[config.mk]
export PLATFORM = sky130hd
export DESIGN_NAME = sorted_sleep_timer_queue
export DESIGN_NICKNAME = d
export VERILOG_FILES = /design/src/design/sstq_pkg.sv /design/src/design/sstq_table.sv /design/src/design/sstq_timebase.sv /design/src/design/sstq_ctrl.sv /design/src/design/sorted_sleep_timer_queue.sv
export SDC_FILE = /design/constraint.sdc
export NUM_CORES = 2
export LEC_CHECK = 0
export BUFFER_PORTS_ARGS = -buffer_cell sky130_fd_sc_hd__buf_2
export CELL_PAD_IN_SITES_DETAIL_PLACEMENT = 2
export CELL_PAD_IN_SITES_GLOBAL_PLACEMENT = 2
export CORE_MARGIN = 2
export CORE_UTILIZATION = 48
export DETAILED_ROUTE_END_ITERATION = 10
export HOLD_SLACK_MARGIN = 0.05
export PLACE_DENSITY = 0.91
export REMOVE_ABC_BUFFERS = 1
export SLEW_MARGIN = 20
export SYNTH_ARGS = -nofsm -noshare
export SYNTH_HDL_FRONTEND = slang
export SYNTH_SLANG_ARGS = --single-unit
[constraint.sdc]
create_clock -name clock -period 12.52 [get_ports clock]
set_input_delay 2.504 -clock clock [delete_from_list [all_inputs] [get_ports clock]]
set_output_delay 2.504 -clock clock [all_outputs]
set_load 0.05 [all_outputs]
[src/design/sstq_pkg.sv]
// Package for the sorted sleep-timer queue: sizes, entry and result types,
// result kinds, controller states and the circular pointer helper.
// No dependencies.
`default_nettype none

package sstq_pkg;

   localparam int QUEUE_DEPTH      = 16;
   localparam int ID_BITS          = 8;
   localparam int UNITS_PER_SECOND = 1000;
   localparam int TICK_RATE_HZ     = 10000;

   localparam int PTR_BITS   = $clog2(QUEUE_DEPTH);
   localparam int COUNT_BITS = $clog2(QUEUE_DEPTH + 1);
   localparam int TIME_BITS  = 64;
   localparam int DELAY_BITS = 32;
   localparam int PORT_ID_BITS = 8;
   localparam int PRESCALE_BITS = 16;

   localparam logic [PRESCALE_BITS-1:0] TICKS_PER_UNIT_RESET =
      PRESCALE_BITS'(TICK_RATE_HZ / UNITS_PER_SECOND);

   typedef enum logic [1:0] {
      KIND_WOKEN    = 2'd0,
      KIND_ACCEPTED = 2'd1,
      KIND_REJECTED = 2'd2
   } kind_type;

   typedef enum logic [2:0] {
      ST_IDLE,
      ST_INS_READ,
      ST_INS_CHECK,
      ST_RESPOND,
      ST_EXP_READ,
      ST_EXP_CHECK
   } state_type;

   typedef struct packed {
      logic [TIME_BITS-1:0] wake;
      logic [ID_BITS-1:0]   id;
   } entry_type;

   typedef struct packed {
      logic                 wr_en;
      logic [PTR_BITS-1:0]  wr_addr;
      entry_type            wr_data;
      logic                 rd_en;
      logic [PTR_BITS-1:0]  rd_addr;
   } mem_req_type;

   typedef struct packed {
      kind_type             kind;
      logic [ID_BITS-1:0]   id;
      logic [TIME_BITS-1:0] wake;
      logic                 last;
   } result_type;

   function automatic logic [PTR_BITS-1:0] ptr_add(input logic [PTR_BITS-1:0] base,
                                                   input logic [COUNT_BITS-1:0] off);
      logic [COUNT_BITS:0] sum;
      sum = {{(COUNT_BITS + 1 - PTR_BITS){1'b0}}, base} + {1'b0, off};
      if (sum >= (COUNT_BITS + 1)'(QUEUE_DEPTH)) begin
         sum = sum - (COUNT_BITS + 1)'(QUEUE_DEPTH);
      end
      return sum[PTR_BITS-1:0];
   endfunction

endpackage

`default_nettype wire

[src/design/sstq_table.sv]
// Entry store of the sorted sleep-timer queue: one write port, one read port,
// registered read data held between reads. Depends on sstq_pkg.
`default_nettype none

module sstq_table
   import sstq_pkg::*;
(
   input  wire logic        clock,
   input  wire mem_req_type mem_req,
   output      entry_type   rd_data
);

   entry_type mem_ff [QUEUE_DEPTH];
   entry_type rd_data_ff;

   always_ff @(posedge clock) begin
      if (mem_req.wr_en) begin
         mem_ff[mem_req.wr_addr] <= mem_req.wr_data;
      end
      if (mem_req.rd_en) begin
         rd_data_ff <= mem_ff[mem_req.rd_addr];
      end
   end

   assign rd_data = rd_data_ff;

endmodule

`default_nettype wire

[src/design/sstq_timebase.sv]
// Time base of the sorted sleep-timer queue: ticks_per_unit register,
// prescaler and the 64-bit unit counter. Depends on sstq_pkg.
`default_nettype none

module sstq_timebase
   import sstq_pkg::*;
(
   input  wire logic                     clock,
   input  wire logic                     reset,
   input  wire logic                     csr_write_enable,
   input  wire logic [PRESCALE_BITS-1:0] csr_write_data,
   input  wire logic                     tick_advance,
   output      logic [TIME_BITS-1:0]     now_units
);

   logic [PRESCALE_BITS-1:0] ticks_per_unit_ff;
   logic [PRESCALE_BITS-1:0] prescale_ff;
   logic [PRESCALE_BITS-1:0] prescale_in;
   logic [TIME_BITS-1:0]     now_ff;
   logic [TIME_BITS-1:0]     now_in;
   logic [PRESCALE_BITS:0]   prescale_next;

   always_comb begin
      prescale_next = {1'b0, prescale_ff} + 1'b1;
      prescale_in   = prescale_ff;
      now_in        = now_ff;
      if (tick_advance) begin
         if (prescale_next >= {1'b0, ticks_per_unit_ff}) begin
            prescale_in = '0;
            now_in      = now_ff + 1'b1;
         end else begin
            prescale_in = prescale_next[PRESCALE_BITS-1:0];
         end
      end
   end

   always_ff @(posedge clock) begin
      if (reset) begin
         ticks_per_unit_ff <= TICKS_PER_UNIT_RESET;
         prescale_ff       <= '0;
         now_ff            <= '0;
      end else begin
         if (csr_write_enable) begin
            ticks_per_unit_ff <= csr_write_data;
         end
         prescale_ff <= prescale_in;
         now_ff      <= now_in;
      end
   end

   assign now_units = now_ff;

endmodule

`default_nettype wire

[src/design/sstq_ctrl.sv]
// Controller of the sorted sleep-timer queue: sorted insert walk and expiry
// sweep over a circular table. Depends on sstq_pkg.
`default_nettype none

module sstq_ctrl
   import sstq_pkg::*;
(
   input  wire logic                    clock,
   input  wire logic                    reset,
   input  wire logic                    req_valid,
   output      logic                    req_stall,
   input  wire logic                    req_opcode,
   input  wire logic [PORT_ID_BITS-1:0] req_task_id,
   input  wire logic [DELAY_BITS-1:0]   req_delay_units,
   input  wire logic [TIME_BITS-1:0]    now_units,
   output      logic                    tick_advance,
   output      mem_req_type             mem_req,
   input  wire entry_type               rd_data,
   input  wire logic                    out_free,
   output      logic                    push,
   output      result_type              result
);

   state_type             state_ff, state_in;
   logic [PTR_BITS-1:0]   head_ff;
   logic [COUNT_BITS-1:0] count_ff;
   logic [COUNT_BITS-1:0] pos_ff;
   logic [TIME_BITS-1:0]  when_ff;
   logic [ID_BITS-1:0]    id_ff;
   kind_type              kind_ff;
   entry_type             pend_ff;
   logic                  have_pend_ff;

   logic                  req_accept;
   logic                  full;
   logic                  due;
   logic                  later;
   logic [TIME_BITS-1:0]  when_sum;
   logic [PTR_BITS-1:0]   ins_src;
   logic [PTR_BITS-1:0]   ins_dst;

   assign req_accept = req_valid && !req_stall;
   assign full       = (count_ff == COUNT_BITS'(QUEUE_DEPTH));
   assign due        = (rd_data.wake <= now_units);
   assign later      = (rd_data.wake > when_ff);
   assign when_sum   = now_units + {{(TIME_BITS - DELAY_BITS){1'b0}}, req_delay_units};
   assign ins_src    = ptr_add(head_ff, COUNT_BITS'(pos_ff - 1'b1));
   assign ins_dst    = ptr_add(head_ff, pos_ff);

   always_comb begin
      state_in = state_ff;
      unique case (state_ff)
         ST_IDLE: begin
            if (req_accept) begin
               if (!req_opcode) begin
                  state_in = ST_EXP_READ;
               end else if (full) begin
                  state_in = ST_RESPOND;
               end else begin
                  state_in = ST_INS_READ;
               end
            end
         end
         ST_INS_READ: begin
            state_in = (pos_ff == '0) ? ST_RESPOND : ST_INS_CHECK;
         end
         ST_INS_CHECK: begin
            state_in = later ? ST_INS_READ : ST_RESPOND;
         end
         ST_RESPOND: begin
            if (out_free) begin
               state_in = ST_IDLE;
            end
         end
         ST_EXP_READ: begin
            if (count_ff != '0) begin
               state_in = ST_EXP_CHECK;
            end else if (!have_pend_ff || out_free) begin
               state_in = ST_IDLE;
            end
         end
         ST_EXP_CHECK: begin
            if (due) begin
               if (!have_pend_ff || out_free) begin
                  state_in = ST_EXP_READ;
               end
            end else if (!have_pend_ff || out_free) begin
               state_in = ST_IDLE;
            end
         end
         default: state_in = ST_IDLE;
      endcase
   end

   always_comb begin
      req_stall       = (state_ff != ST_IDLE);
      tick_advance    = 1'b0;
      mem_req         = '0;
      push            = 1'b0;
      result.kind     = KIND_WOKEN;
      result.id       = pend_ff.id;
      result.wake     = pend_ff.wake;
      result.last     = 1'b0;
      unique case (state_ff)
         ST_IDLE: begin
            tick_advance = req_accept && !req_opcode;
         end
         ST_INS_READ: begin
            if (pos_ff == '0) begin
               mem_req.wr_en   = 1'b1;
               mem_req.wr_addr = ins_dst;
               mem_req.wr_data = entry_type'{wake: when_ff, id: id_ff};
            end else begin
               mem_req.rd_en   = 1'b1;
               mem_req.rd_addr = ins_src;
            end
         end
         ST_INS_CHECK: begin
            mem_req.wr_en   = 1'b1;
            mem_req.wr_addr = ins_dst;
            mem_req.wr_data = later ? rd_data : entry_type'{wake: when_ff, id: id_ff};
         end
         ST_RESPOND: begin
            push        = out_free;
            result.kind = kind_ff;
            result.id   = id_ff;
            result.wake = when_ff;
            result.last = 1'b1;
         end
         ST_EXP_READ: begin
            if (count_ff != '0) begin
               mem_req.rd_en   = 1'b1;
               mem_req.rd_addr = head_ff;
            end else begin
               push        = have_pend_ff && out_free;
               result.last = 1'b1;
            end
         end
         ST_EXP_CHECK: begin
            push        = have_pend_ff && out_free;
            result.last = !due;
         end
         default: begin
            req_stall = 1'b1;
         end
      endcase
   end

   always_ff @(posedge clock) begin
      if (reset) begin
         state_ff     <= ST_IDLE;
         head_ff      <= '0;
         count_ff     <= '0;
         have_pend_ff <= 1'b0;
      end else begin
         state_ff <= state_in;
         if (state_ff == ST_IDLE && req_accept && !req_opcode) begin
            have_pend_ff <= 1'b0;
         end
         if ((state_ff == ST_INS_READ && pos_ff == '0) ||
             (state_ff == ST_INS_CHECK && !later)) begin
            count_ff <= count_ff + 1'b1;
         end
         if (state_ff == ST_EXP_CHECK && due && (!have_pend_ff || out_free)) begin
            have_pend_ff <= 1'b1;
            head_ff      <= ptr_add(head_ff, COUNT_BITS'(1));
            count_ff     <= count_ff - 1'b1;
         end
      end
   end

   always_ff @(posedge clock) begin
      if (state_ff == ST_IDLE && req_accept && req_opcode) begin
         when_ff <= when_sum;
         id_ff   <= req_task_id[ID_BITS-1:0];
         pos_ff  <= count_ff;
         kind_ff <= full ? KIND_REJECTED : KIND_ACCEPTED;
      end
      if (state_ff == ST_INS_CHECK && later) begin
         pos_ff <= COUNT_BITS'(pos_ff - 1'b1);
      end
      if (state_ff == ST_EXP_CHECK && due && (!have_pend_ff || out_free)) begin
         pend_ff <= rd_data;
      end
   end

endmodule

`default_nettype wire

[src/design/sorted_sleep_timer_queue.sv]
// Top level of the sorted sleep-timer queue: time base, entry store,
// controller and the response register. Depends on sstq_pkg and all sstq_ modules.
//
// Usage: a request transaction is either a tick (opcode 0) or a sleep request
// (opcode 1, task_id, delay_units). One request is handled at a time; req_stall
// stays high until its last response transaction has been placed in the
// response register.
// Sleep: the wake time is now plus delay; the entry is placed in wake-time
// order after equal times by walking the table from the tail, each later
// entry read and moved up one place, before the single accepted response
// (last set). A full table gives a rejection.
// Tick: the prescaler advances and the time counter steps when it wraps,
// then due entries are taken from the head in order; a tick with nothing
// due gives no response. The final woken response carries last. Each entry
// takes a read state and a check state, as the memory read is registered.
// Responses leave through one output register; while rsp_stall is high the
// transaction holds and the controller waits for it before the next.
// Reset (synchronous, active high) empties the table, clears time and
// prescaler and sets ticks_per_unit to 10. csr writes are taken every cycle.
`default_nettype none

module sorted_sleep_timer_queue
   import sstq_pkg::*;
(
   input  wire logic                     clock,
   input  wire logic                     reset,
   input  wire logic                     csr_write_enable,
   input  wire logic [PRESCALE_BITS-1:0] csr_write_data,
   input  wire logic                     req_valid,
   output      logic                     req_stall,
   input  wire logic                     req_opcode,
   input  wire logic [PORT_ID_BITS-1:0]  req_task_id,
   input  wire logic [DELAY_BITS-1:0]    req_delay_units,
   output      logic                     rsp_valid,
   input  wire logic                     rsp_stall,
   output      logic [1:0]               rsp_kind,
   output      logic [PORT_ID_BITS-1:0]  rsp_woken_id,
   output      logic [TIME_BITS-1:0]     rsp_wake_time,
   output      logic                     rsp_last
);

   logic                 tick_advance;
   logic [TIME_BITS-1:0] now_units;
   mem_req_type          mem_req;
   entry_type            rd_data;
   logic                 out_free;
   logic                 push;
   result_type           result;
   logic                 rsp_valid_ff;
   result_type           rsp_ff;

   sstq_timebase u_timebase (
      .clock            (clock),
      .reset            (reset),
      .csr_write_enable (csr_write_enable),
      .csr_write_data   (csr_write_data),
      .tick_advance     (tick_advance),
      .now_units        (now_units)
   );

   sstq_table u_table (
      .clock   (clock),
      .mem_req (mem_req),
      .rd_data (rd_data)
   );

   sstq_ctrl u_ctrl (
      .clock           (clock),
      .reset           (reset),
      .req_valid       (req_valid),
      .req_stall       (req_stall),
      .req_opcode      (req_opcode),
      .req_task_id     (req_task_id),
      .req_delay_units (req_delay_units),
      .now_units       (now_units),
      .tick_advance    (tick_advance),
      .mem_req         (mem_req),
      .rd_data         (rd_data),
      .out_free        (out_free),
      .push            (push),
      .result          (result)
   );

   assign out_free = !rsp_valid_ff || !rsp_stall;

   always_ff @(posedge clock) begin
      if (reset) begin
         rsp_valid_ff <= 1'b0;
      end else if (push) begin
         rsp_valid_ff <= 1'b1;
      end else if (!rsp_stall) begin
         rsp_valid_ff <= 1'b0;
      end
   end

   always_ff @(posedge clock) begin
      if (push) begin
         rsp_ff <= result;
      end
   end

   assign rsp_valid     = rsp_valid_ff;
   assign rsp_kind      = rsp_ff.kind;
   assign rsp_woken_id  = PORT_ID_BITS'(rsp_ff.id);
   assign rsp_wake_time = rsp_ff.wake;
   assign rsp_last      = rsp_ff.last;

endmodule

`default_nettype wire

; ---- After elaboration in Yosys (flattened, before gate mapping)
; Memory sizes are Yosys's and may differ from the RTL's. A register that Yosys moved wholly into a read port is not among the register bits.
; Index checks and enable logic that the tools add are counted.
[op_classes]
add_sub_neg = 12
multipliers = 0
div_mod_pow = 0
magnitude_cmp = 6
n_eq_ne = 10
shift = 0
n_mux = 39
n_bitwise = 0
n_reduce_logical = 31
[op_table]
columns = op, count
row1 = $pmux 77 s2, 1
row2 = $mux 72, 2
row3 = $mux 77, 1
row4 = $add 64x1->64 const B, 1
row5 = $add 64x32->64, 1
row6 = $gt 64x64->1, 1
row7 = $le 64x64->1, 1
row8 = $mux 5, 6
row9 = $mux 3, 7
row10 = $pmux 3 s6, 1
row11 = $add 16x1->17 const B, 1
row12 = $ge 17x16->1, 1
row13 = $mux 16, 1
row14 = $add 4x5->6, 2
row15 = $ge 6x5->1 const B, 2
row16 = $mux 4, 3
row17 = $sub 4x1->4 const B, 3
row18 = $logic_and 1x1->1, 11
row19 = $mux 1, 11
row20 = $pmux 5 s2, 1
row21 = $sub 5x1->5 const B, 2
row22 = $logic_not 1->1, 7
row23 = $eq 3x2->1 const B, 2
row24 = $eq 3x3->1 const B, 2
row25 = other kinds (18), 27
[totals]
reg_bits = 336
latchBits = 0
ram_bits = 1152
romBits = 0
in_bits = 62
output_inout_bits = 77
wordCells = 117
n_memories = 1
[memory_table]
columns = name, words, width, read_ports, rd_ports_with_merged_regs, write_ports, line_no
row1 = u_table.mem_ff, 16, 72, 1, 1, 1, sstq_table.sv:13  ; entry_type mem_ff [QUEUE_DEPTH];

; ---- Longest topological paths before layout
[logic_depth]
word_depth = 9
ltp_mapped = 19
mapped_depth_nobuf = 17

; ---- By module
; A second synthesis with hierarchy kept.
[hier_totals]
hier_cells = 3934
hier_area_um2 = 65801.9
[by_module_without_submodules]
columns = module, instances, cells_per_inst, area_per_inst_um2, seq_area_each_um2
row1 = sstq_table, 1, 1850, 45272.2, 36755.3
row2 = sstq_ctrl, 1, 1418, 13201.4, 4794.6
row3 = sstq_timebase, 1, 587, 5043.6, 1921.8
row4 = sorted_sleep_timer_queue, 1, 79, 2284.7, 2272.2

; ---- Worst setup path after synthesis
; OpenSTA, ideal clock, no wires.
[synth_path]
path_type = input to register
start = input port rsp_stall
end = register rsp_ff (netlist bit rsp_kind[0]), enable pin
setup_ps = 533
arrival_time_ps = 6159
t_required_ps = 11987
slack_ps = 5828
stages = 1
path_buffers = 0
path_cell_list = a21oi_1
[synth_between]
elab_chain_cells = 5
[synth_lines]
columns = item, line_no
row1 = from (decl), sorted_sleep_timer_queue.sv:35  ; input wire logic rsp_stall,
row2 = $logic_not 1->1 (*), n/a
row3 = $logic_or 1x1->1 (*), sorted_sleep_timer_queue.sv:84  ; assign out_free = !rsp_valid_ff || !rsp_stall;
row4 = $logic_and 1x1->1, "sstq_ctrl.sv:135, sstq_ctrl.sv:140"
row5 = $mux 1, sstq_ctrl.sv:131  ; if (count_ff != '0) begin
row6 = $pmux 1 s3 (*), sstq_ctrl.sv:104  ; unique case (state_ff)
row7 = to (signal assigned), sorted_sleep_timer_queue.sv:98  ; rsp_ff <= result;
row8 = to (decl), sorted_sleep_timer_queue.sv:50  ; result_type rsp_ff;
; Every way passes the cells marked *; elsewhere a longest branch is shown, timed or not.
; A chain may end at the register's enable or synchronous reset.

==> out/results.ini <==
[timing]
period_needed_ns = 7.48
final.setup.worst_slack_ns = 5.04
finalSetupViolations = 0
rsz0062_at_grt = false
fin_worst_skew_ns = 0.0531
min_period_over_period_pct = 59.8
final-hold-violation-count = 0
worst_slew_pin_slew_ns = 2.41
max_slew_margin_pct = -61.1
finalMaxSlewViolations = 17
clock.fmax_mhz = 134

[clocking]
htreeDepth = 4
max-clock-path-buffers = 3
cts_tree = built
clk_pin_slew_worst_paths_ns = 0.07
root_buffer = clkbuf_16
postCtsSetupRepairBufs = 0
holdBufCountCts = 0
cts_buffers = 167
ctsResizeCount = 0
clock-sinks = 1560
insertion_delay_ns = 0.86

[synth]
netlist_instances = 5419
ys_async_sr_fraction_pct = 0
synth_cell_types = 69
synth_most_common_cell = edfxtp_1
ys.flop_type = edfxtp_1
yosys-top-cells-count = 1450 x edfxtp_1, 931 x nand2_1, 305 x a211oi_1, 305 x nor2b_1, 281 x clkbuf_1
synth_area_leaders = edfxtp_1 64%, nand2_1 5.1%, ha_1 3.5%
syn-cell-area_um2 = 68400
netlist.top_cell.by_area = edfxtp_1
synth_top_area_share_pct = 63.7
synth-edff-count = 1450
yosysSeqAreaShare_pct = 66.9
synth.avg_cell_area_um2 = 12.6
ys_ff_latch = 1560
yosysWarnings = 0

[worst_setup_path]
cpLargestDelayFamily = compound AO/OA/AOI/OAI gates
crit_path_top_delay_cell = a31oi_1
arrival_ns = 8.00
worst-setup-path-type = flip-flop to flip-flop
crit_top_cell = buf_4
critPathRequiredTime_ns = 13.04
path_depth = 11
cp_max_fo = 43
slowest_delay_ns = 1.75
path_buf_inv = 3
start_kind = flip-flop
endpoint_kind = flip-flop
reg2reg_depth = 11
path_cells = inv_1, ha_1, nand4_1, nor4_1, buf_4, nand3_1, a31oi_1, nor4_2, nor3_2, buf_4, a22o_1

[min_path]
hold_class = flip-flop to flip-flop
min_path_cells = 0

[route]
antenna_left = 0
drt_iter0_drc = 10200
firstDrtPassIters = 6
via_count = 57900
routed_wl_um = 355000
vias_per_cell = 7.68
wire_per_inst_um = 47.0
drc = 0

[power]
swShare_pct = 28.2
cellLeakagePower_uw = 0.0261
peakVddDrop_uv = 205
switching_power_uw = 3540
power_frac_clock_pct = 43.7
powerDensity_nw_per_um2 = 163
seq_power_share_pct = 47.0
p_int_uw = 8990
power_frac_comb_pct = 9.3

[die]
rows = 138
initial_core_util_pct = 48.3
die_w_um = 382
die_h_um = 382
dieArea_um2 = 146000
ios = 139
core_area_um2 = 142000

[cells_and_area]
final_util_pct = 54.3
n_fill_cell = 13000
area_growth_syn_to_layout_pct = 12.3
fin_nets = 5750
drive_gt1_share_pct = 9.42

[global_routing]
grt_pass1_vias = 58600
grt_antenna_before_repair = 44
grt_max_degree = 270
grt_overflow = 0
grt_first_pass_wirelength_um = 465000
grt_use_total_pct = 44.9

[placement]
dp_worst_setup_slack_ns = 5.94
hpwl_um = 174000
routabilityCongestion = 0.887
io_buffers = 138

[run]
drv_cap = 6

[status]
status = complete, but fails checks
violations = capacitance limit, slew limit

==> through the flow <==
stage                     hold slack, ns   TNS, ns  instance area, µm²  total power (µW)  cells
after floorplan                    0.427  -1572.23               67200              6750   5099
after global placement             0.432         0               71100              6810   7210
after detailed placement           0.464         0               71200              6950   7213
after CTS                          0.497         0               76700             12300   7521
after global routing               0.489         0               76800             12600   7525
final                              0.502         0               76800             12500   7546
==> power by group through the flow <==
| stage | clock network [µW] | registers [µW] | logic [µW] |
|---|---|---|---|
| 6_report | 5470 | 5890 | 1170 |
| 5_1_grt | 5560 | 5880 | 1180 |
| 4_1_cts | 5320 | 5870 | 1070 |
| 3_5_place_dp | 0 | 5970 | 977 |
| 3_3_place_gp | 0 | 5960 | 846 |
| 2_1_floorplan | 0 | 5940 | 809 |
==> path summary, 6_finish.rpt <==
| check | from | to | slack (ns) |
|---|---|---|---|
| setup / recovery | u_ctrl.when_ff[61]$_DFFE_PP_ | u_table.mem_ff[2][40]$_DFFE_PP_ | 5.04 |
| hold / removal | u_table.rd_data[6]$_DFFE_PP_ | u_ctrl.pend_ff[6]$_DFFE_PP_ | 0.50 |
| setup reg to reg | u_ctrl.when_ff[61]$_DFFE_PP_ | u_table.mem_ff[2][40]$_DFFE_PP_ | 5.04 |
| hold reg to reg | u_table.rd_data[6]$_DFFE_PP_ | u_ctrl.pend_ff[6]$_DFFE_PP_ | 0.50 |
==> placed cells by master (no fill, tap or decap), types with 56 or more instances in the layout <==
cell type  synthesis  routed
ha_1             189     189
o311ai_0          81      80
nor2_1           143     127
nand3_1          207     207
edfxtp_1        1450    1450
xnor2_1           92      92
buf_4              0      78
clkbuf_16          0     172
nand2_1          931     931
a21oi_1          146     143
a211oi_1         305     303
a22o_1            73      73
o21a_1            86      86
o21ai_0          141     139
dfxtp_1          110     110
inv_1            183     182
nand4_1           56      56
nor2b_1          305     305
o211ai_1         163     163
buf_2             12     138
o31ai_1           82      81
==> cell type report <==
type | instances | area (µm²) | share of cell area (%)
flip-flops and latches | 1560 | 45700 | 59.5
multi-input cells | 3355 | 21000 | 27.3
clock buffers | 223 | 4550 | 5.92
well taps | 1890 | 2360 | 3.08
repair buffers | 227 | 1530 | 1.99
clock inverters | 85 | 906 | 1.18
inverters | 184 | 693 | 0.902
diodes | 22 | 55.1 | 0.0716
==> routing by layer <==
metal / track usage, % / wire length [µm] / share of wire (%)
met1: 53.4 / 116000 / 33
met2: 70.2 / 155000 / 44
met3: 12.9 / 47400 / 13
met4: 32.1 / 35200 / 9.9
met5: 0.231 / 307 / 0.087
==> sequential cells by signal (all words and copies together) (netlist names) <==
signal and flops:
u_table.mem_ff 1152, u_ctrl.pend_ff 72, u_table.rd_data 72, rsp_wake_time 64, u_ctrl.when_ff 64, u_timebase.now_units 64, u_timebase.prescale_ff 16, u_timebase.ticks_per_unit_ff 16
rsp_woken_id 8, u_ctrl.id_ff 8, u_ctrl.count_ff 5, u_ctrl.pos_ff 5, u_ctrl.head_ff 4, u_ctrl.state_ff 3, rsp_kind 2, u_ctrl.kind_ff 2
rsp_last 1, rsp_valid 1, u_ctrl.have_pend_ff 1
==> cell families (layout without fill, tap and decap cells) <==
| kind of cell | Yosys count | after routing | share of synthesized area (%) |
|---|---|---|---|
| AND/OR/NAND/NOR | 1833 | 1833 | 12.5 |
| flip-flops | 1560 | 1560 | 66.9 |
| AO/OA/AOI/OAI | 1195 | 1195 | 12.5 |
| buffers and inverters | 504 | 719 | 2.79 |
| adder cells (fa/ha/maj) | 193 | 193 | 3.57 |
| XOR/XNOR | 104 | 104 | 1.33 |
| multiplexers | 30 | 30 | 0.459 |
| other | 0 | 22 | 0 |
(Power assumes the default switching activity.)
